--- config.mk ---
export PLATFORM = sky130hd
export DESIGN_NAME = frame_rate_moving_average_unit_flat
export DESIGN_NICKNAME = d
export VERILOG_FILES = /design/src/hdl/frma_pkg.sv /design/src/hdl/frma_if.sv /design/src/hdl/frma_ram.sv /design/src/hdl/frma_div.sv /design/src/hdl/frma_datapath.sv /design/src/hdl/frma_ctrl.sv /design/src/hdl/frame_rate_moving_average_unit.sv /design/src/flat_wrapper.sv
export VERILOG_INCLUDE_DIRS = /design/src /design/src/hdl
export SDC_FILE = /design/constraint.sdc
export NUM_CORES = 1
export LEC_CHECK = 0
export BUFFER_PORTS_ARGS = -buffer_cell sky130_fd_sc_hd__buf_2
export CORE_ASPECT_RATIO = 0.9
export CORE_MARGIN = 8
export CORE_UTILIZATION = 35
export DETAILED_ROUTE_END_ITERATION = 16
export SETUP_SLACK_MARGIN = 0.5
export SLEW_MARGIN = 20
export SYNTH_ARGS = -nofsm -noshare
export SYNTH_HDL_FRONTEND = slang
export SYNTH_SLANG_ARGS = --single-unit
--- constraint.sdc ---
create_clock -name clk -period 14.3 [get_ports clk]
set_input_delay 3.575 -clock clk [delete_from_list [all_inputs] [get_ports clk]]
set_output_delay 3.575 -clock clk [all_outputs]
set_load 0.1 [all_outputs]
--- src/hdl/frame_rate_moving_average_unit_defines.svh ---
// Assertion macros shared by the frame rate moving average unit
`ifndef FRAME_RATE_MOVING_AVERAGE_UNIT_DEFINES_SVH
`define FRAME_RATE_MOVING_AVERAGE_UNIT_DEFINES_SVH

// Same-cycle implication, disabled while in reset
`define FRMA_ASSERT_NOW(label, clk, rst_n, ante, cons) \
	label: assert property (@(posedge clk) disable iff (!(rst_n)) (ante) |-> (cons)) \
		else $error("frma assertion failed");

// Next-cycle implication, disabled while in reset
`define FRMA_ASSERT_NEXT(label, clk, rst_n, ante, cons) \
	label: assert property (@(posedge clk) disable iff (!(rst_n)) (ante) |=> (cons)) \
		else $error("frma assertion failed");

`endif

--- src/hdl/frma_pkg.sv ---
// Shared types and constants for the frame rate moving average unit
`default_nettype none

package frma_pkg;

	// Field widths
	localparam int FT_W       = 16;
	localparam int FPS_W      = 10;
	localparam int CATCH_W    = 5;
	localparam int CFG_IDX_W  = 1;
	localparam int CFG_DATA_W = 16;

	// Default ring depth and the rate ceiling (1000 ms per second)
	localparam int SAMPLES_DEF = 16;
	localparam int RATE_MAX    = 1000;

	// Register reset values
	localparam logic [FT_W-1:0]    THRESH_RST = 16'd10;
	localparam logic [CATCH_W-1:0] CATCH_RST  = 5'd4;

	// Register indexes
	localparam logic [CFG_IDX_W-1:0] REG_DIFF_THRESHOLD = 1'b0;
	localparam logic [CFG_IDX_W-1:0] REG_CATCHUP_COUNT  = 1'b1;

	// Operand selection for the shared divider
	typedef enum logic {
		DIV_RATE,
		DIV_AVG_FT
	} div_sel_t;

	// Controller states
	typedef enum logic [3:0] {
		ST_IDLE,
		ST_RATE,
		ST_RATE_WAIT,
		ST_CLASSIFY,
		ST_AFT_WAIT,
		ST_READ,
		ST_WRITE,
		ST_AVG,
		ST_DONE
	} state_t;

	// Controller to datapath commands
	typedef struct packed {
		logic     take_in;
		logic     rate_max;
		logic     div_start;
		div_sel_t div_sel;
		logic     latch_rate;
		logic     prime;
		logic     wcnt_one;
		logic     wcnt_catch;
		logic     wcnt_cmp;
		logic     ring_read;
		logic     ring_write;
		logic     latch_avg;
		logic     load_out;
	} cmd_t;

	// Datapath to controller status
	typedef struct packed {
		logic ft_zero;
		logic ft_lt2;
		logic primed;
		logic total_zero;
		logic div_done;
		logic wcnt_zero;
		logic out_busy;
	} status_t;

endpackage

`default_nettype wire

--- src/hdl/frma_if.sv ---
// Valid/ready channel interfaces for frame times in and rates out
`default_nettype none

interface frma_in_if;
	logic                        valid;
	logic                        ready;
	logic [frma_pkg::FT_W-1:0]   frame_time_ms;

	modport source (output valid, output frame_time_ms, input ready);
	modport sink   (input valid, input frame_time_ms, output ready);
endinterface

interface frma_out_if;
	logic                        valid;
	logic                        ready;
	logic [frma_pkg::FPS_W-1:0]  avg_fps;
	logic [frma_pkg::FPS_W-1:0]  inst_fps;

	modport source (output valid, output avg_fps, output inst_fps, input ready);
	modport sink   (input valid, input avg_fps, input inst_fps, output ready);
endinterface

`default_nettype wire

--- src/hdl/frma_ram.sv ---
// Generic single-port-write, registered-read RAM
`default_nettype none

module frma_ram #(
	parameter int WIDTH = 10,
	parameter int DEPTH = 16
) (
	input  wire logic                     clk,
	input  wire logic                     we,
	input  wire logic [$clog2(DEPTH)-1:0] waddr,
	input  wire logic [WIDTH-1:0]         wdata,
	input  wire logic                     re,
	input  wire logic [$clog2(DEPTH)-1:0] raddr,
	output logic      [WIDTH-1:0]         rdata
);

	logic [WIDTH-1:0] mem_q [DEPTH];

	// Write port
	always_ff @(posedge clk) begin
		if (we) begin
			mem_q[waddr] <= wdata;
		end
	end

	// Registered read port
	always_ff @(posedge clk) begin
		if (re) begin
			rdata <= mem_q[raddr];
		end
	end

endmodule

`default_nettype wire

--- src/hdl/frma_div.sv ---
// Restoring divider, one quotient bit per cycle
`default_nettype none

module frma_div #(
	parameter int W = 16
) (
	input  wire logic         clk,
	input  wire logic         arst_n,
	input  wire logic         start,
	input  wire logic [W-1:0] dividend,
	input  wire logic [W-1:0] divisor,
	output logic              busy,
	output logic              done,
	output logic     [W-1:0]  quotient
);

	localparam int CW = $clog2(W + 1);

	logic [W-1:0]  rem_q;
	logic [W-1:0]  quo_q;
	logic [W-1:0]  dsr_q;
	logic [CW-1:0] cnt_q;
	logic          busy_q;
	logic          done_q;
	logic [W:0]    shifted;
	logic [W:0]    trial;

	// Shift in next dividend bit and try the subtract
	assign shifted = {rem_q, quo_q[W-1]};
	assign trial   = shifted - {1'b0, dsr_q};

	// Control: step counter, busy and done pulse
	always_ff @(posedge clk or negedge arst_n) begin
		if (!arst_n) begin
			cnt_q  <= '0;
			busy_q <= 1'b0;
			done_q <= 1'b0;
		end else if (start) begin
			cnt_q  <= CW'(W);
			busy_q <= 1'b1;
			done_q <= 1'b0;
		end else if (busy_q) begin
			cnt_q <= cnt_q - 1'b1;
			if (cnt_q == CW'(1)) begin
				busy_q <= 1'b0;
				done_q <= 1'b1;
			end
		end else begin
			done_q <= 1'b0;
		end
	end

	// Data: remainder and quotient shift registers
	always_ff @(posedge clk) begin
		if (start) begin
			rem_q <= '0;
			quo_q <= dividend;
			dsr_q <= divisor;
		end else if (busy_q) begin
			if (!trial[W]) begin
				rem_q <= trial[W-1:0];
				quo_q <= {quo_q[W-2:0], 1'b1};
			end else begin
				rem_q <= shifted[W-1:0];
				quo_q <= {quo_q[W-2:0], 1'b0};
			end
		end
	end

	assign busy     = busy_q;
	assign done     = done_q;
	assign quotient = quo_q;

endmodule

`default_nettype wire

--- src/hdl/frma_datapath.sv ---
// Datapath: config registers, divider, sample ring, running total, output register
`default_nettype none
`include "frame_rate_moving_average_unit_defines.svh"

module frma_datapath #(
	parameter int SAMPLES = frma_pkg::SAMPLES_DEF
) (
	input  wire logic                             clk,
	input  wire logic                             arst_n,
	input  wire logic                             cfg_we,
	input  wire logic [frma_pkg::CFG_IDX_W-1:0]   cfg_index,
	input  wire logic [frma_pkg::CFG_DATA_W-1:0]  cfg_data,
	input  wire logic [frma_pkg::FT_W-1:0]        frame_time_ms,
	input  wire logic                             out_ready,
	output logic                                  out_valid,
	output logic      [frma_pkg::FPS_W-1:0]       avg_fps,
	output logic      [frma_pkg::FPS_W-1:0]       inst_fps,
	input  wire frma_pkg::cmd_t                   cmd,
	output frma_pkg::status_t                     status
);
	import frma_pkg::*;

	localparam int TOT_MAX = SAMPLES * RATE_MAX;
	localparam int TOT_W   = $clog2(TOT_MAX + 1);
	localparam int DIV_W   = (TOT_W > FT_W) ? TOT_W : FT_W;
	localparam int SLOT_W  = $clog2(SAMPLES);

	// total / SAMPLES as (total * AVG_MUL) >> AVG_SH, exact for any TOT_W-bit total
	localparam int AVG_SH  = TOT_W + $clog2(SAMPLES);
	localparam int AVG_MUL = (2 ** AVG_SH + SAMPLES - 1) / SAMPLES;
	localparam int PROD_W  = 2 * TOT_W + 1;

	localparam logic [DIV_W-1:0]  RATE_NUM  = DIV_W'(RATE_MAX);
	localparam logic [DIV_W-1:0]  AFT_NUM   = DIV_W'(TOT_MAX);
	localparam logic [SLOT_W-1:0] SLOT_TOP  = SLOT_W'(SAMPLES - 1);
	localparam logic [TOT_W:0]    AVG_RECIP = (TOT_W + 1)'(AVG_MUL);

	logic [FT_W-1:0]    thresh_q;
	logic [CATCH_W-1:0] catch_q;
	logic [FT_W-1:0]    ft_q;
	logic [FPS_W-1:0]   rate_q;
	logic [FPS_W-1:0]   avg_q;
	logic [FPS_W-1:0]   fill_q;
	logic [TOT_W-1:0]   total_q;
	logic [SLOT_W-1:0]  slot_q;
	logic [SAMPLES-1:0] valid_q;
	logic               primed_q;
	logic [CATCH_W-1:0] wcnt_q;
	logic               out_valid_q;
	logic [FPS_W-1:0]   out_avg_q;
	logic [FPS_W-1:0]   out_inst_q;

	logic [DIV_W-1:0]   div_dividend;
	logic [DIV_W-1:0]   div_divisor;
	logic [DIV_W-1:0]   div_quo;
	logic               div_busy;
	logic               div_done;
	logic [FPS_W-1:0]   ram_rdata;
	logic [FPS_W-1:0]   old_rate;
	logic [DIV_W-1:0]   ft_ext;
	logic [DIV_W-1:0]   ft_diff;
	logic               near_avg;
	logic [PROD_W-1:0]  avg_prod;

	// Configuration registers
	always_ff @(posedge clk or negedge arst_n) begin
		if (!arst_n) begin
			thresh_q <= THRESH_RST;
			catch_q  <= CATCH_RST;
		end else if (cfg_we) begin
			unique case (cfg_index)
				REG_DIFF_THRESHOLD: thresh_q <= cfg_data[FT_W-1:0];
				REG_CATCHUP_COUNT:  catch_q  <= cfg_data[CATCH_W-1:0];
				default: ;
			endcase
		end
	end

	// Divider operand selection
	always_comb begin
		unique case (cmd.div_sel)
			DIV_RATE: begin
				div_dividend = RATE_NUM;
				div_divisor  = DIV_W'(ft_q);
			end
			DIV_AVG_FT: begin
				div_dividend = AFT_NUM;
				div_divisor  = DIV_W'(total_q);
			end
		endcase
	end

	frma_div #(
		.W (DIV_W)
	) u_div (
		.clk      (clk),
		.arst_n   (arst_n),
		.start    (cmd.div_start),
		.dividend (div_dividend),
		.divisor  (div_divisor),
		.busy     (div_busy),
		.done     (div_done),
		.quotient (div_quo)
	);

	// Sample ring storage
	frma_ram #(
		.WIDTH (FPS_W),
		.DEPTH (SAMPLES)
	) u_ring (
		.clk   (clk),
		.we    (cmd.ring_write),
		.waddr (slot_q),
		.wdata (rate_q),
		.re    (cmd.ring_read),
		.raddr (slot_q),
		.rdata (ram_rdata)
	);

	// Slots not written since priming hold the priming rate
	assign old_rate = valid_q[slot_q] ? ram_rdata : fill_q;

	// Deviation of the frame time from the average frame time
	assign ft_ext   = DIV_W'(ft_q);
	assign ft_diff  = (div_quo >= ft_ext) ? (div_quo - ft_ext) : (ft_ext - div_quo);
	assign near_avg = (ft_diff <= DIV_W'(thresh_q));

	// Average rate by reciprocal multiply of the running total
	assign avg_prod = PROD_W'(total_q) * PROD_W'(AVG_RECIP);

	// Item payload registers
	always_ff @(posedge clk) begin
		if (cmd.take_in) begin
			ft_q <= frame_time_ms;
		end
		if (cmd.rate_max) begin
			rate_q <= FPS_W'(RATE_MAX);
		end else if (cmd.latch_rate) begin
			rate_q <= div_quo[FPS_W-1:0];
		end
		if (cmd.latch_avg) begin
			avg_q <= avg_prod[AVG_SH +: FPS_W];
		end
	end

	// Ring state: total, slot pointer, valid bits, priming
	always_ff @(posedge clk or negedge arst_n) begin
		if (!arst_n) begin
			total_q  <= '0;
			slot_q   <= '0;
			valid_q  <= '0;
			fill_q   <= '0;
			primed_q <= 1'b0;
		end else if (cmd.prime) begin
			total_q  <= TOT_W'(rate_q) * TOT_W'(SAMPLES);
			valid_q  <= '0;
			fill_q   <= rate_q;
			primed_q <= 1'b1;
		end else if (cmd.ring_write) begin
			total_q         <= total_q - TOT_W'(old_rate) + TOT_W'(rate_q);
			valid_q[slot_q] <= 1'b1;
			slot_q          <= (slot_q == SLOT_TOP) ? '0 : slot_q + 1'b1;
		end
	end

	// Remaining ring writes for this item
	always_ff @(posedge clk or negedge arst_n) begin
		if (!arst_n) begin
			wcnt_q <= '0;
		end else if (cmd.wcnt_one) begin
			wcnt_q <= CATCH_W'(1);
		end else if (cmd.wcnt_catch) begin
			wcnt_q <= catch_q;
		end else if (cmd.wcnt_cmp) begin
			wcnt_q <= near_avg ? CATCH_W'(1) : catch_q;
		end else if (cmd.ring_write) begin
			wcnt_q <= wcnt_q - 1'b1;
		end
	end

	// Output register, frees the input side while a result waits
	always_ff @(posedge clk or negedge arst_n) begin
		if (!arst_n) begin
			out_valid_q <= 1'b0;
		end else if (cmd.load_out) begin
			out_valid_q <= 1'b1;
		end else if (out_ready) begin
			out_valid_q <= 1'b0;
		end
	end

	always_ff @(posedge clk) begin
		if (cmd.load_out) begin
			out_avg_q  <= avg_q;
			out_inst_q <= rate_q;
		end
	end

	assign out_valid = out_valid_q;
	assign avg_fps   = out_avg_q;
	assign inst_fps  = out_inst_q;

	always_comb begin
		status.ft_zero    = (ft_q == '0);
		status.ft_lt2     = (ft_q < FT_W'(2));
		status.primed     = primed_q;
		status.total_zero = (total_q == '0);
		status.div_done   = div_done;
		status.wcnt_zero  = (wcnt_q == '0);
		status.out_busy   = out_valid_q && !out_ready;
	end

	// Checks
	`FRMA_ASSERT_NOW(a_div_start_idle, clk, arst_n, cmd.div_start, !div_busy)
	`FRMA_ASSERT_NOW(a_total_range, clk, arst_n, 1'b1, total_q <= TOT_W'(TOT_MAX))
	`FRMA_ASSERT_NOW(a_write_counted, clk, arst_n, cmd.ring_write, wcnt_q != '0)
	`FRMA_ASSERT_NOW(a_out_no_overrun, clk, arst_n, cmd.load_out, !(out_valid_q && !out_ready))
	`FRMA_ASSERT_NEXT(a_prime_total, clk, arst_n, cmd.prime, primed_q && valid_q == '0)

endmodule

`default_nettype wire

--- src/hdl/frma_ctrl.sv ---
// Controller: sequences rate divide, classification, ring writes and average
`default_nettype none

module frma_ctrl (
	input  wire logic                clk,
	input  wire logic                arst_n,
	input  wire logic                in_valid,
	output logic                     in_ready,
	input  wire frma_pkg::status_t   status,
	output frma_pkg::cmd_t           cmd
);
	import frma_pkg::*;

	state_t state_q;
	state_t state_d;

	// State register
	always_ff @(posedge clk or negedge arst_n) begin
		if (!arst_n) begin
			state_q <= ST_IDLE;
		end else begin
			state_q <= state_d;
		end
	end

	// Next state
	always_comb begin
		state_d = state_q;
		unique case (state_q)
			ST_IDLE: begin
				if (in_valid) state_d = ST_RATE;
			end
			ST_RATE: begin
				state_d = status.ft_zero ? ST_CLASSIFY : ST_RATE_WAIT;
			end
			ST_RATE_WAIT: begin
				if (status.div_done) state_d = ST_CLASSIFY;
			end
			ST_CLASSIFY: begin
				priority if (!status.primed) state_d = ST_AVG;
				else if (status.ft_lt2 || status.total_zero) state_d = ST_READ;
				else state_d = ST_AFT_WAIT;
			end
			ST_AFT_WAIT: begin
				if (status.div_done) state_d = ST_READ;
			end
			ST_READ: begin
				state_d = status.wcnt_zero ? ST_AVG : ST_WRITE;
			end
			ST_WRITE: begin
				state_d = ST_READ;
			end
			ST_AVG: begin
				state_d = ST_DONE;
			end
			ST_DONE: begin
				if (!status.out_busy) state_d = ST_IDLE;
			end
			default: state_d = ST_IDLE;
		endcase
	end

	// Outputs
	always_comb begin
		cmd      = '0;
		cmd.div_sel = DIV_RATE;
		in_ready = 1'b0;
		unique case (state_q)
			ST_IDLE: begin
				in_ready    = 1'b1;
				cmd.take_in = in_valid;
			end
			ST_RATE: begin
				cmd.rate_max  = status.ft_zero;
				cmd.div_start = !status.ft_zero;
			end
			ST_RATE_WAIT: begin
				cmd.latch_rate = status.div_done;
			end
			ST_CLASSIFY: begin
				cmd.div_sel = DIV_AVG_FT;
				priority if (!status.primed) cmd.prime = 1'b1;
				else if (status.ft_lt2) cmd.wcnt_one = 1'b1;
				else if (status.total_zero) cmd.wcnt_catch = 1'b1;
				else cmd.div_start = 1'b1;
			end
			ST_AFT_WAIT: begin
				cmd.div_sel  = DIV_AVG_FT;
				cmd.wcnt_cmp = status.div_done;
			end
			ST_READ: begin
				cmd.ring_read = !status.wcnt_zero;
			end
			ST_WRITE: begin
				cmd.ring_write = 1'b1;
			end
			ST_AVG: begin
				cmd.latch_avg = 1'b1;
			end
			ST_DONE: begin
				cmd.load_out = !status.out_busy;
			end
			default: ;
		endcase
	end

endmodule

`default_nettype wire

--- src/hdl/frame_rate_moving_average_unit.sv ---
// Top level of the frame rate moving average unit
//
// Takes one frame time (ms) per transaction and returns the instantaneous
// rate 1000/frame_time (1000 for a zero frame time) with the average rate
// over a ring of SAMPLES recent rates. The first transaction after reset
// fills the whole ring with its rate; later ones write the rate once, or
// catchup_count times when the frame time strays from the ring's average
// frame time by more than diff_threshold_ms. Items are processed one at a
// time. The two divisions by a variable (1000/frame_time and
// SAMPLES*1000/total) share one bit-serial divider of
// DIV_W = max(16, clog2(SAMPLES*1000+1)) bits; total/SAMPLES is a
// reciprocal multiply. Each ring write is a registered RAM read, then a
// write. A zero frame time skips the first divide and a fast frame or
// zero total skips the second; the first transaction after reset skips
// the second divide and the ring writes. A finished item waits for the
// output register to be free. The next frame time is accepted while a
// result still sits in the output register. There is no clearing pass
// after reset.
`default_nettype none

module frame_rate_moving_average_unit #(
	parameter int SAMPLES = frma_pkg::SAMPLES_DEF
) (
	input  wire logic                            clk,
	input  wire logic                            arst_n,
	frma_in_if.sink                              frame_in,
	frma_out_if.source                           rate_out,
	input  wire logic                            cfg_we,
	input  wire logic [frma_pkg::CFG_IDX_W-1:0]  cfg_index,
	input  wire logic [frma_pkg::CFG_DATA_W-1:0] cfg_data
);
	import frma_pkg::*;

	cmd_t    cmd;
	status_t status;

	frma_ctrl u_ctrl (
		.clk      (clk),
		.arst_n   (arst_n),
		.in_valid (frame_in.valid),
		.in_ready (frame_in.ready),
		.status   (status),
		.cmd      (cmd)
	);

	frma_datapath #(
		.SAMPLES (SAMPLES)
	) u_datapath (
		.clk           (clk),
		.arst_n        (arst_n),
		.cfg_we        (cfg_we),
		.cfg_index     (cfg_index),
		.cfg_data      (cfg_data),
		.frame_time_ms (frame_in.frame_time_ms),
		.out_ready     (rate_out.ready),
		.out_valid     (rate_out.valid),
		.avg_fps       (rate_out.avg_fps),
		.inst_fps      (rate_out.inst_fps),
		.cmd           (cmd),
		.status        (status)
	);

endmodule

`default_nettype wire

--- src/flat_wrapper.sv ---
// flat-port wrapper written by rule: the top's interface ports become plain ports
module frame_rate_moving_average_unit_flat import frma_pkg::*;
#(
	parameter int SAMPLES = frma_pkg::SAMPLES_DEF
)
  (clk, arst_n, cfg_we, cfg_index, cfg_data, frame_in_valid, frame_in_frame_time_ms, frame_in_ready, rate_out_valid, rate_out_avg_fps, rate_out_inst_fps, rate_out_ready);
  frma_in_if frame_in_i ();
  frma_out_if rate_out_i ();
  input  wire logic clk;
  input  wire logic arst_n;
  input  wire logic cfg_we;
  input  wire logic [frma_pkg::CFG_IDX_W-1:0] cfg_index;
  input  wire logic [frma_pkg::CFG_DATA_W-1:0] cfg_data;
  input wire logic [$bits(frame_in_i.valid)-1:0] frame_in_valid;
  input wire logic [$bits(frame_in_i.frame_time_ms)-1:0] frame_in_frame_time_ms;
  output wire logic [$bits(frame_in_i.ready)-1:0] frame_in_ready;
  output wire logic [$bits(rate_out_i.valid)-1:0] rate_out_valid;
  output wire logic [$bits(rate_out_i.avg_fps)-1:0] rate_out_avg_fps;
  output wire logic [$bits(rate_out_i.inst_fps)-1:0] rate_out_inst_fps;
  input wire logic [$bits(rate_out_i.ready)-1:0] rate_out_ready;
  assign frame_in_i.valid = frame_in_valid;
  assign frame_in_i.frame_time_ms = frame_in_frame_time_ms;
  assign frame_in_ready = frame_in_i.ready;
  assign rate_out_valid = rate_out_i.valid;
  assign rate_out_avg_fps = rate_out_i.avg_fps;
  assign rate_out_inst_fps = rate_out_i.inst_fps;
  assign rate_out_i.ready = rate_out_ready;
  frame_rate_moving_average_unit #(.SAMPLES(SAMPLES)) u_core (.clk(clk), .arst_n(arst_n), .frame_in(frame_in_i), .rate_out(rate_out_i), .cfg_we(cfg_we), .cfg_index(cfg_index), .cfg_data(cfg_data));
endmodule
==> results of run 1 <==
[flip-flops by register name, summed over array words and instances (netlist names), 14 cells and up]
name,cells
u_core.u_datapath.ft_ext,16
u_core.u_datapath.valid_q,16
u_core.u_datapath.u_ring.mem_q,160
u_core.u_datapath.u_div.quotient,16
u_core.u_datapath.u_div.rem_q,16
u_core.u_datapath.u_div.dsr_q,16
u_core.u_datapath.thresh_q,16
u_core.u_datapath.total_q,14
[path summary, 6_finish.rpt]
path | from | slack (ns) | endpoint | cells after the start
max | u_core.u_ctrl.state_q[0] | 8.51 | frame_in_ready | 2
min | u_core.u_datapath.avg_q[2] | 0.42 | u_core.u_datapath.avg_fps[2] | 0
max reg2reg | u_core.u_datapath.slot_q[0] | 9.23 | u_core.u_datapath.total_q[12] | 13
min reg2reg | u_core.u_datapath.avg_q[2] | 0.42 | u_core.u_datapath.avg_fps[2] | 0
max in group asynchronous | arst_n | 10.18 | u_core.u_datapath.slot_q[1] | 2
min in group asynchronous | arst_n | 2.94 | u_core.u_datapath.u_div.cnt_q[2] | 1
[per-layer routing]
metal / up-vias / global-route usage (%) / routed length [um]
met1: 5413 / 20.6 / 19700
met4: 2 / 4.11 / 910
met5: - / 0 / 13
met2: 314 / 21.0 / 17700
met3: 61 / 3.53 / 2900
li1: 5238 / - / -
[through the flow]
step / power [uW] / util, % / hold slack (ns)
after global placement: 4120 / 37.8 / 0.402
final: 5180 / 40.4 / 0.415
after detailed placement: 4180 / 37.8 / 0.405
after floorplan: 3550 / - / 0.400
after global routing: 5590 / 40.4 / 0.424
after CTS: 5190 / 40.4 / 0.418
[cell type report]
class                      count  area share, %
antenna                        3         0.0377
clock buffer                  53           5.27
clock inverter                18          0.987
inverter                     127           2.40
multi-input combinational    849           34.0
sequential                   357           50.5
tap                          671           4.22
timing repair buffer          87           2.57
[logic make-up (layout without fill, tap and decap cells)]
group / count (synthesis) / count (layout)
AO/OA/AOI/OAI: 291 / 291
XOR/XNOR: 44 / 44
adder cells (fa/ha/maj): 99 / 99
buffers and inverters: 186 / 285
flip-flops: 357 / 357
multiplexers: 96 / 96
other: 0 / 3
AND/OR/NAND/NOR: 319 / 319
[synthesized netlist by cell type (15+ instances only)]
| master | count | area [um^2] |
|---|---|---|
| sky130_fd_sc_hd__ha_1 | 86 | 1080 |
| sky130_fd_sc_hd__mux4_2 | 55 | 1240 |
| sky130_fd_sc_hd__nor2_1 | 95 | 357 |
| sky130_fd_sc_hd__edfxtp_1 | 248 | 7450 |
| sky130_fd_sc_hd__mux2_2 | 17 | 191 |
| sky130_fd_sc_hd__xnor2_1 | 30 | 263 |
| sky130_fd_sc_hd__nand2_1 | 110 | 413 |
| sky130_fd_sc_hd__mux2i_1 | 23 | 230 |
| sky130_fd_sc_hd__a21o_1 | 27 | 203 |
| sky130_fd_sc_hd__dfxtp_1 | 26 | 521 |
| sky130_fd_sc_hd__a21oi_1 | 62 | 310 |
| sky130_fd_sc_hd__dfrtp_1 | 80 | 2000 |
| sky130_fd_sc_hd__nand3_1 | 24 | 120 |
| sky130_fd_sc_hd__inv_1 | 126 | 473 |
| sky130_fd_sc_hd__o21ai_0 | 89 | 445 |
| sky130_fd_sc_hd__nand2b_1 | 15 | 93.8 |
| sky130_fd_sc_hd__nor3_1 | 20 | 100 |
| sky130_fd_sc_hd__clkbuf_1 | 46 | 173 |
| sky130_fd_sc_hd__o21a_1 | 18 | 135 |
[power groups by stage]
stage / combinational [uW] / sequential (uW) / clock [uW]
final: 2570 / 1620 / 988
after global routing: 2880 / 1650 / 1060
after CTS: 2560 / 1620 / 1020
after detailed placement: 2540 / 1640 / 0
after global placement: 2490 / 1630 / 0
after floorplan: 1980 / 1570 / 0
==> impl_metrics.tcl, run 1 <==
set metrics [dict create \
    synth_flop_cell "sky130_fd_sc_hd__edfxtp_1" \
    report.final.hold_viol_count 0 \
    dpl.cell_count 2090 \
    cts-resized-gates 0 \
    worst_slew_margin_rel_pct 23.5 \
    crit_type "flop to primary output" \
    wl_per_cell_um 19.1 \
    synth_simple_gate_area_share_pct 8.35 \
    tightest_slew_ns 1.13 \
    power.density_mw_per_mm2 260 \
    total_switching_power_uw 2070 \
    p_seq_share_pct 31.3 \
    async_flop_share_pct 23.2 \
    final_cell_count_no_fill 2165 \
    max_cap_viol_count 0 \
    timing.critical_path.cells "nor4_1 > buf_2" \
    first_pass_iters 5 \
    cts_setup_buffers 0 \
    netlist_area_mm2 0.0175 \
    die_w_um 252 \
    clkTransAtPathRegs_ns 0.06 \
    power_frac_clock_pct 19.1 \
    globalRoute.totalOverflow 0 \
    die_outline_area_mm2 0.0574 \
    net_count_synth 1529 \
    achievable-frequency_mhz 173 \
    worstPathArrival_ns 2.21 \
    ioPinCount 60 \
    dpl.hpwl_mm 28.4 \
    cts-root-buf "sky130_fd_sc_hd__clkbuf_16" \
    antenna_found_initial 4 \
    timing.final.ws_setup_ns 8.51 \
    tritoncts_num_sinks 357 \
    nNetsFinal 1598 \
    totalNegativeSetupSlack_ns 0 \
    dpl_cell_area_mm2 0.0186 \
    cpPeakStageDelay_ns 0.61 \
    synthesis.yosys.warnings 0 \
    design_area_mm2 0.0199 \
    grt_first_pass_wirelength_mm 64.6 \
    largest_net_degree_at_the_start_of_global_routing 60 \
    worst_clock_skew_ns 0.0149 \
    synth_edf_count 248 \
    drive_above_1_share_pct 15.4 \
    die_h_um 228 \
    comb_power_share_pct 49.6 \
    dpl_worst_slack_ns 9.06 \
    synth_area_per_cell_um2 12.6 \
    cts_hold_buf 0 \
    vias_per_cell 5.09 \
    global_route.usage.total_pct 14.3 \
    cp-start-kind "flop" \
    numCtsBuffers 39 \
    gp_routability_congestion 0.856 \
    detailed_route_iter0_violations 996 \
    post-route-drc-count 0 \
    syn_inst 1392 \
    via_count_of_the_first_global_routing_pass 11100 \
    synth_cell_types 71 \
    critical_path.endpoint_type "primary output" \
    timing.critical_path.required_ns 10.72 \
    timing.final.setup_violations 0 \
    coreArea_mm2 0.0492 \
    insertion_delay_ns 0.55 \
    hold_path_class "flop to flop" \
    grt_setup_unrepaired "false" \
    seqCellArea_mm2 0.0101 \
    final_common_cell "sky130_fd_sc_hd__edfxtp_1" \
    antenna_violating_nets_post_route 0 \
    fp-row-count 77 \
    p_int_uw 3110 \
    power_switching_share_pct 40.0 \
    synth_mux_area_share_pct 9.57 \
    timing.final.max_slew_violations 0 \
    compound_gate_fraction_of_synth_area_pct 10.7 \
    timing.critical_path.max_delay_family "simple AND/OR/NAND/NOR gates" \
    yosys_register_bits 357 \
    synth-seq-area-share_pct 57.4 \
    cp.buffers_inverters 1 \
    final_period_minus_worst_setup_slack_ns 5.79 \
    worst_ir_drop_vdd_v 0.000147 \
    clockBufferDepth 3 \
    clock_tree_from_tritoncts "built" \
    layout_worst_path_cycle_share_pct 40.5 \
    critical-path-slowest-cell "sky130_fd_sc_hd__nor4_1" \
    nFillCells 4618 \
    vias 11000 \
    floorplan.initialDensity_pct 35.6 \
    synth_adder_area_share_pct 7.63 \
    clock_tree.htree_level_count 2 \
    critPathMaxFanout 12 \
    synth-xor-area-share_pct 2.24 \
    synthToLayoutAreaGrowth_pct 13.7 \
    port_buffers 59 \
    detail_route.wirelength_mm 41.2 \
    layout.cells.most_common_list "248 x sky130_fd_sc_hd__edfxtp_1, 126 x sky130_fd_sc_hd__inv_1, 110 x sky130_fd_sc_hd__nand2_1" \
    p_leak_uw 0.00783 \
    multi_input_comb_area_mm2 0.00677 \
    status "completed" \
    synth_top_family_by_area "compound AO/OA/AOI/OAI gates" \
]
Note: power is estimated with default switching activity, not from simulation.
==> run 2: changes to the inputs <==
==> constraint.sdc (replaced) <==
create_clock -name clk -period 5.2 [get_ports clk]
set_input_delay 1.3 -clock clk [delete_from_list [all_inputs] [get_ports clk]]
set_output_delay 1.3 -clock clk [all_outputs]
set_load 0.1 [all_outputs]
==> run 2 against run 1 <==
Core utilization increased by 0.22 points. Die area stayed put. Hold slack improved by 0.0012 ns. Final cell count is 0.32% higher. Wire length grew 1.3%.
==> impl_metrics.tcl, run 2 (synthesis results as in run 1) <==
set metrics [dict create \
    hold_path_class "flop to flop" \
    totalNegativeSetupSlack_ns 0 \
    floorplan.initialDensity_pct 35.6 \
    achievable-frequency_mhz 223 \
    critPathMaxFanout 6 \
    fp-row-count 77 \
    cts-root-buf "sky130_fd_sc_hd__clkbuf_16" \
    insertion_delay_ns 0.57 \
    cp-start-kind "flop" \
    clock_tree_from_tritoncts "built" \
    top_register "u_core.u_datapath.u_ring.mem_q" \
    cts_hold_buf 0 \
    worstPathArrival_ns 4.87 \
    layout.cells.most_common_list "248 x sky130_fd_sc_hd__edfxtp_1, 126 x sky130_fd_sc_hd__inv_1, 110 x sky130_fd_sc_hd__nand2_1" \
    global_route.usage.total_pct 14.4 \
    nNetsFinal 1605 \
    grt_setup_unrepaired "false" \
    die_h_um 228 \
    timing.final.max_slew_violations 0 \
    synthToLayoutAreaGrowth_pct 14.3 \
    layout_worst_path_cycle_share_pct 86.1 \
    clockBufferDepth 3 \
    worst_slew_margin_rel_pct 35.0 \
    power.density_mw_per_mm2 722 \
    detail_route.wirelength_mm 41.8 \
    worst_r2r_path_depth 13 \
    ioPinCount 60 \
    gp_routability_congestion 0.857 \
    via_count_of_the_first_global_routing_pass 11100 \
    logic_depth_of_the_worst_path_buffers_included 13 \
    worst_ir_drop_vdd_v 0.000315 \
    vias 11200 \
    drive_above_1_share_pct 16.8 \
    clock_tree.htree_level_count 2 \
    first_pass_iters 5 \
    reg2reg_to "u_core.u_datapath.total_q[12]" \
    max_cap_viol_count 0 \
    tightest_slew_ns 0.971 \
    clkTransAtPathRegs_ns 0.06 \
    largest_net_degree_at_the_start_of_global_routing 49 \
    critical_path.endpoint_type "flop" \
    worstHoldPathCells 0 \
    post-route-drc-count 0 \
    timing.final.setup_violations 0 \
    grt_first_pass_wirelength_mm 65.3 \
    antenna_violating_nets_post_route 0 \
    regToRegSetupSlack_ns 0.72 \
    largest_reg_flops 160 \
    cpPeakStageDelay_ns 0.54 \
    critical_path.reg2reg.startpoint "u_core.u_datapath.slot_q[0]" \
    numCtsBuffers 40 \
    vias_per_cell 5.18 \
    crit_type "flop to flop" \
    wl_per_cell_um 19.2 \
    detailed_route_iter0_violations 950 \
    worst_clock_skew_ns 0.0251 \
    critical-path-slowest-cell "sky130_fd_sc_hd__mux4_2" \
    timing.critical_path.cells "mux4_2 > mux4_2 > mux2_2 > fa_1 > inv_1 > fa_1 > a21o_1 > a21o_1 > a2111oi_4 > o31ai_1 > a21oi_1 > mux2i_1 > o21ai_0" \
    status "completed" \
    die_outline_area_mm2 0.0574 \
    cp.buffers_inverters 1 \
    coreArea_mm2 0.0492 \
    globalRoute.totalOverflow 0 \
    p_leak_uw 0.00786 \
    timing.critical_path.max_delay_family "multiplexers" \
    timing.critical_path.required_ns 5.59 \
    dpl.hpwl_mm 28.5 \
    tritoncts_num_sinks 357 \
    die_w_um 252 \
    report.final.hold_viol_count 0 \
    nFillCells 4595 \
    port_buffers 59 \
    antenna_found_initial 4 \
    final_period_minus_worst_setup_slack_ns 4.48 \
    final_common_cell "sky130_fd_sc_hd__edfxtp_1" \
    final_util_pct 40.6 \
    min_delay_worst_endpoint "u_core.u_datapath.avg_fps[4]" \
    min-delay-start "u_core.u_datapath.avg_q[4]" \
]
run 2: final cells by class:
class                           count  area (um^2)  share of cell area, %
Clock buffer                       54         1080                   5.42
Timing Repair Buffer               93          553                   2.76
Sequential cell                   357        10100                   50.2
Clock inverter                     19          150                  0.750
Inverter                          127          477                   2.38
Multi-Input combinational cell    849         6850                   34.2
Antenna cell                        2         5.00                 0.0250
Tap cell                          671          840                   4.20
run 2: power breakdown:
part / switching (uW) / internal (uW)
Combinational: 4210 / 3160
Clock: 1140 / 1570
Sequential: 464 / 3890
Total: 5820 / 8620
run 2: metrics by stage:
stage	area (um^2)	total power, uW	instances	hold WS, ns	setup slack [ns]
3_3_place_gp	18700	11400	2095	0.403	0.280
5_1_grt	20000	15500	2171	0.425	0.516
2_1_floorplan	17500	9760	1392	0.400	0.514
4_1_cts	19900	14300	2169	0.419	0.616
6_report	20000	14400	2172	0.417	0.722
3_5_place_dp	18700	11500	2095	0.405	0.252
run 2: worst max-delay path by stage:
stage / startpoint / endpoint / slack (ns)
6_report: u_core.u_datapath.slot_q[0] / u_core.u_datapath.total_q[12] / 0.72
2_1_floorplan: u_core.u_datapath.slot_q[0] / u_core.u_datapath.total_q[12] / 0.51
5_1_grt: u_core.u_datapath.slot_q[0] / u_core.u_datapath.total_q[12] / 0.52
3_5_place_dp: u_core.u_datapath.slot_q[0] / u_core.u_datapath.total_q[12] / 0.25
3_3_place_gp: u_core.u_datapath.slot_q[0] / u_core.u_datapath.total_q[12] / 0.28
4_1_cts: u_core.u_datapath.slot_q[0] / u_core.u_datapath.total_q[11] / 0.62
run 2: layer usage:
| metal | GRT usage [%] | vias up | wire length [um] |
|---|---|---|---|
| met1 | 21.1 | 5579 | 20100 |
| met2 | 21.5 | 318 | 18100 |
| met4 | 5.00 | 4 | 1130 |
| li1 | - | 5268 | - |
| met3 | 2.35 | 73 | 2380 |
| met5 | 0 | - | 23 |
run 2: timing repair:
| item | in CTS | in global routing |
|---|---|---|
| setup endpoints to repair | 4 | 8 |
| buffers inserted | 1 | 1 |
| endpoints found under the hold margin | 0 | 0 |
| pin swaps | 0 | 1 |
| resized for setup | 2 | 8 |
run 2: worst register-to-register path, cell delays in order, from the launching register on:
cell	delay, ns
sky130_fd_sc_hd__dfrtp_2	0.47
sky130_fd_sc_hd__mux4_2	0.54
sky130_fd_sc_hd__mux4_2	0.54
sky130_fd_sc_hd__mux2_2	0.31
sky130_fd_sc_hd__fa_1	0.47
sky130_fd_sc_hd__inv_1	0.07
sky130_fd_sc_hd__fa_1	0.46
sky130_fd_sc_hd__a21o_1	0.19
sky130_fd_sc_hd__a21o_1	0.24
sky130_fd_sc_hd__a2111oi_4	0.38
sky130_fd_sc_hd__o31ai_1	0.17
sky130_fd_sc_hd__a21oi_1	0.19
sky130_fd_sc_hd__mux2i_1	0.20
sky130_fd_sc_hd__o21ai_0	0.09
==> run 3: changes to the inputs <==
--- a/config.mk
+++ b/config.mk
@@ -11,6 +11,7 @@
 export CORE_MARGIN = 8
 export CORE_UTILIZATION = 35
 export DETAILED_ROUTE_END_ITERATION = 16
+export REMOVE_ABC_BUFFERS = 1
 export SETUP_SLACK_MARGIN = 0.5
 export SLEW_MARGIN = 20
 export SYNTH_ARGS = -nofsm -noshare
==> constraint.sdc (replaced) <==
create_clock -name clk -period 4.9 [get_ports clk]
set_input_delay 1.225 -clock clk [delete_from_list [all_inputs] [get_ports clk]]
set_output_delay 1.225 -clock clk [all_outputs]
set_load 0.1 [all_outputs]
==> run 3 against run 2 <==
Sequential share of layout area shrank 0.68 points. Clock power grew 7%. Die area is the same. Fmax grew 4.0%. Core utilization grew 0.55 points. Critical endpoint is now u_core.u_datapath.total_q[13]. Critical path type unchanged. Global-route usage grew 0.095 points. Register-to-register slack lost 0.13 ns.
==> impl_metrics.tcl, run 3 (synthesis results as in run 1) <==
set metrics [dict create \
    fp-row-count 77 \
    vias 11200 \
    status "completed" \
    crit_type "flop to flop" \
    timing.final.setup_violations 0 \
    synthToLayoutAreaGrowth_pct 15.8 \
    die_w_um 252 \
    detail_route.wirelength_mm 42.2 \
    critPathMaxFanout 5 \
    p_seq_share_pct 29.4 \
    power_frac_clock_pct 18.4 \
    nNetsFinal 1624 \
    largest_reg_flops 160 \
    worst_slew_margin_rel_pct 28.1 \
    port_buffers 59 \
    coreArea_mm2 0.0492 \
    detailed_route_iter0_violations 763 \
    globalRoute.totalOverflow 0 \
    antenna_found_initial 0 \
    power.density_mw_per_mm2 780 \
    p_int_uw 9420 \
    via_count_of_the_first_global_routing_pass 11300 \
    critical_path.endpoint_type "flop" \
    grt_setup_unrepaired "true" \
    comb_power_share_pct 52.2 \
    final_period_minus_worst_setup_slack_ns 4.31 \
    top_register "u_core.u_datapath.u_ring.mem_q" \
    tritoncts_num_sinks 357 \
    timing.critical_path.required_ns 5.34 \
    die_h_um 228 \
    antenna_cells_inserted 0 \
    numCtsBuffers 40 \
    timing.final.ws_setup_ns 0.595 \
    clock_tree.htree_level_count 2 \
    cp-start-kind "flop" \
    floorplan.initialDensity_pct 35.6 \
    cts_hold_buf 0 \
    cts-root-buf "sky130_fd_sc_hd__clkbuf_16" \
    grt_first_pass_wirelength_mm 65.9 \
    power_switching_share_pct 40.5 \
    die_outline_area_mm2 0.0574 \
    timing.final.max_slew_violations 0 \
    global_route.usage.total_pct 14.5 \
    tightest_slew_ns 1.08 \
    total_switching_power_uw 6410 \
    final_common_cell "sky130_fd_sc_hd__edfxtp_1" \
    achievable-frequency_mhz 232 \
    ioPinCount 60 \
    p_leak_uw 0.00800 \
    hold_path_class "flop to flop" \
    layout.cells.most_common_list "248 x sky130_fd_sc_hd__edfxtp_1, 124 x sky130_fd_sc_hd__inv_1, 110 x sky130_fd_sc_hd__nand2_1" \
    largest_net_degree_at_the_start_of_global_routing 52 \
    clockBufferDepth 3 \
    worst_clock_skew_ns 0.0254 \
    dpl_worst_slack_ns 0.223 \
    post-route-drc-count 0 \
    final_cell_count_no_fill 2189 \
    insertion_delay_ns 0.57 \
    worst_ir_drop_vdd_v 0.000504 \
    clkTransAtPathRegs_ns 0.06 \
    dpl.cell_count 2103 \
    first_pass_iters 5 \
    dpl.hpwl_mm 28.8 \
    layout_worst_path_cycle_share_pct 87.9 \
    drive_above_1_share_pct 18.6 \
    report.final.hold_viol_count 0 \
    gp_routability_congestion 0.848 \
    finalPower_uw 15800 \
    wl_per_cell_um 19.3 \
    max_cap_viol_count 0 \
    nFillCells 4587 \
    final_util_pct 41.2 \
    antenna_violating_nets_post_route 0 \
    worstPathArrival_ns 4.75 \
    vias_per_cell 5.14 \
    clock_tree_from_tritoncts "built" \
]
run 3: changes by cell type in the layout (fill, tap and decap cells not counted), sizes merged:
cell and delta:
inv -3, buf +19, diode -2, clkinvlp -1
clkinv +4
run 3: final timing paths:
check	cells after the start	startpoint	slack [ns]	to
worst min-delay path	0	u_core.u_datapath.avg_q[1]	0.42	u_core.u_datapath.avg_fps[1]
worst max-delay path	12	u_core.u_datapath.slot_q[0]	0.59	u_core.u_datapath.total_q[13]
worst min register to register	0	u_core.u_datapath.avg_q[1]	0.42	u_core.u_datapath.avg_fps[1]
worst max register to register	12	u_core.u_datapath.slot_q[0]	0.59	u_core.u_datapath.total_q[13]
max in group asynchronous	2	arst_n	3.21	u_core.u_datapath.thresh_q[1]
min in group asynchronous	1	arst_n	0.73	u_core.u_datapath.total_q[11]
run 3: area by class of cell:
type / count / area, um^2 / area share, %
flip-flops and latches: 357 / 10100 / 49.6
multi-input cells: 849 / 6920 / 34.1
well taps: 671 / 840 / 4.14
clock inverters: 19 / 203 / 1.00
clock buffers: 54 / 1080 / 5.32
repair buffers: 112 / 707 / 3.49
inverters: 127 / 477 / 2.35
run 3: power by group through the flow:
| stage | Combinational (uW) | Sequential, uW | Clock (uW) |
|---|---|---|---|
| global route | 9150 | 4720 | 3110 |
| CTS | 7800 | 4640 | 3000 |
| detailed placement | 7500 | 4700 | 0 |
| global placement | 7380 | 4670 | 0 |
| floorplan | 5500 | 4790 | 0 |
| finish | 8260 | 4650 | 2910 |
run 3: worst max-delay path, cell delays in order, from the launching register on:
cell and delay [ns]:
sky130_fd_sc_hd__dfrtp_2 0.45, sky130_fd_sc_hd__mux4_2 0.53, sky130_fd_sc_hd__mux4_2 0.55, sky130_fd_sc_hd__mux2_2 0.30
sky130_fd_sc_hd__fa_1 0.48, sky130_fd_sc_hd__inv_1 0.07, sky130_fd_sc_hd__ha_1 0.30, sky130_fd_sc_hd__a21o_1 0.17
sky130_fd_sc_hd__a21o_1 0.24, sky130_fd_sc_hd__a2111oi_4 0.38, sky130_fd_sc_hd__o21bai_4 0.14, sky130_fd_sc_hd__a21o_1 0.21
sky130_fd_sc_hd__a311o_1 0.35
run 3: per-stage QoR:
stage          TNS, ns  hold slack, ns  cell area, um^2
2_1_floorplan    -7.64           0.400            17300
4_1_cts              0           0.419            20100
6_report             0           0.418            20300
3_3_place_gp         0           0.405            18700
5_1_grt              0           0.428            20300
3_5_place_dp         0           0.405            18700
run 3: per-layer routing:
layer	vias up	global-route usage (%)	part of all wire, %
met3	56	2.84	5.9
met2	322	22.2	45
met1	5578	20.8	47
met4	0	4.29	2.0
li1	5291	-	-
met5	-	0	0
run 3: repair_timing:
item | 4_1_cts | 5_1_grt
setup buffers | 0 | 12
pin swaps | 1 | 13
resized for setup | 13 | 29
gates cloned | 0 | 1
setup endpoints to repair | 10 | 10
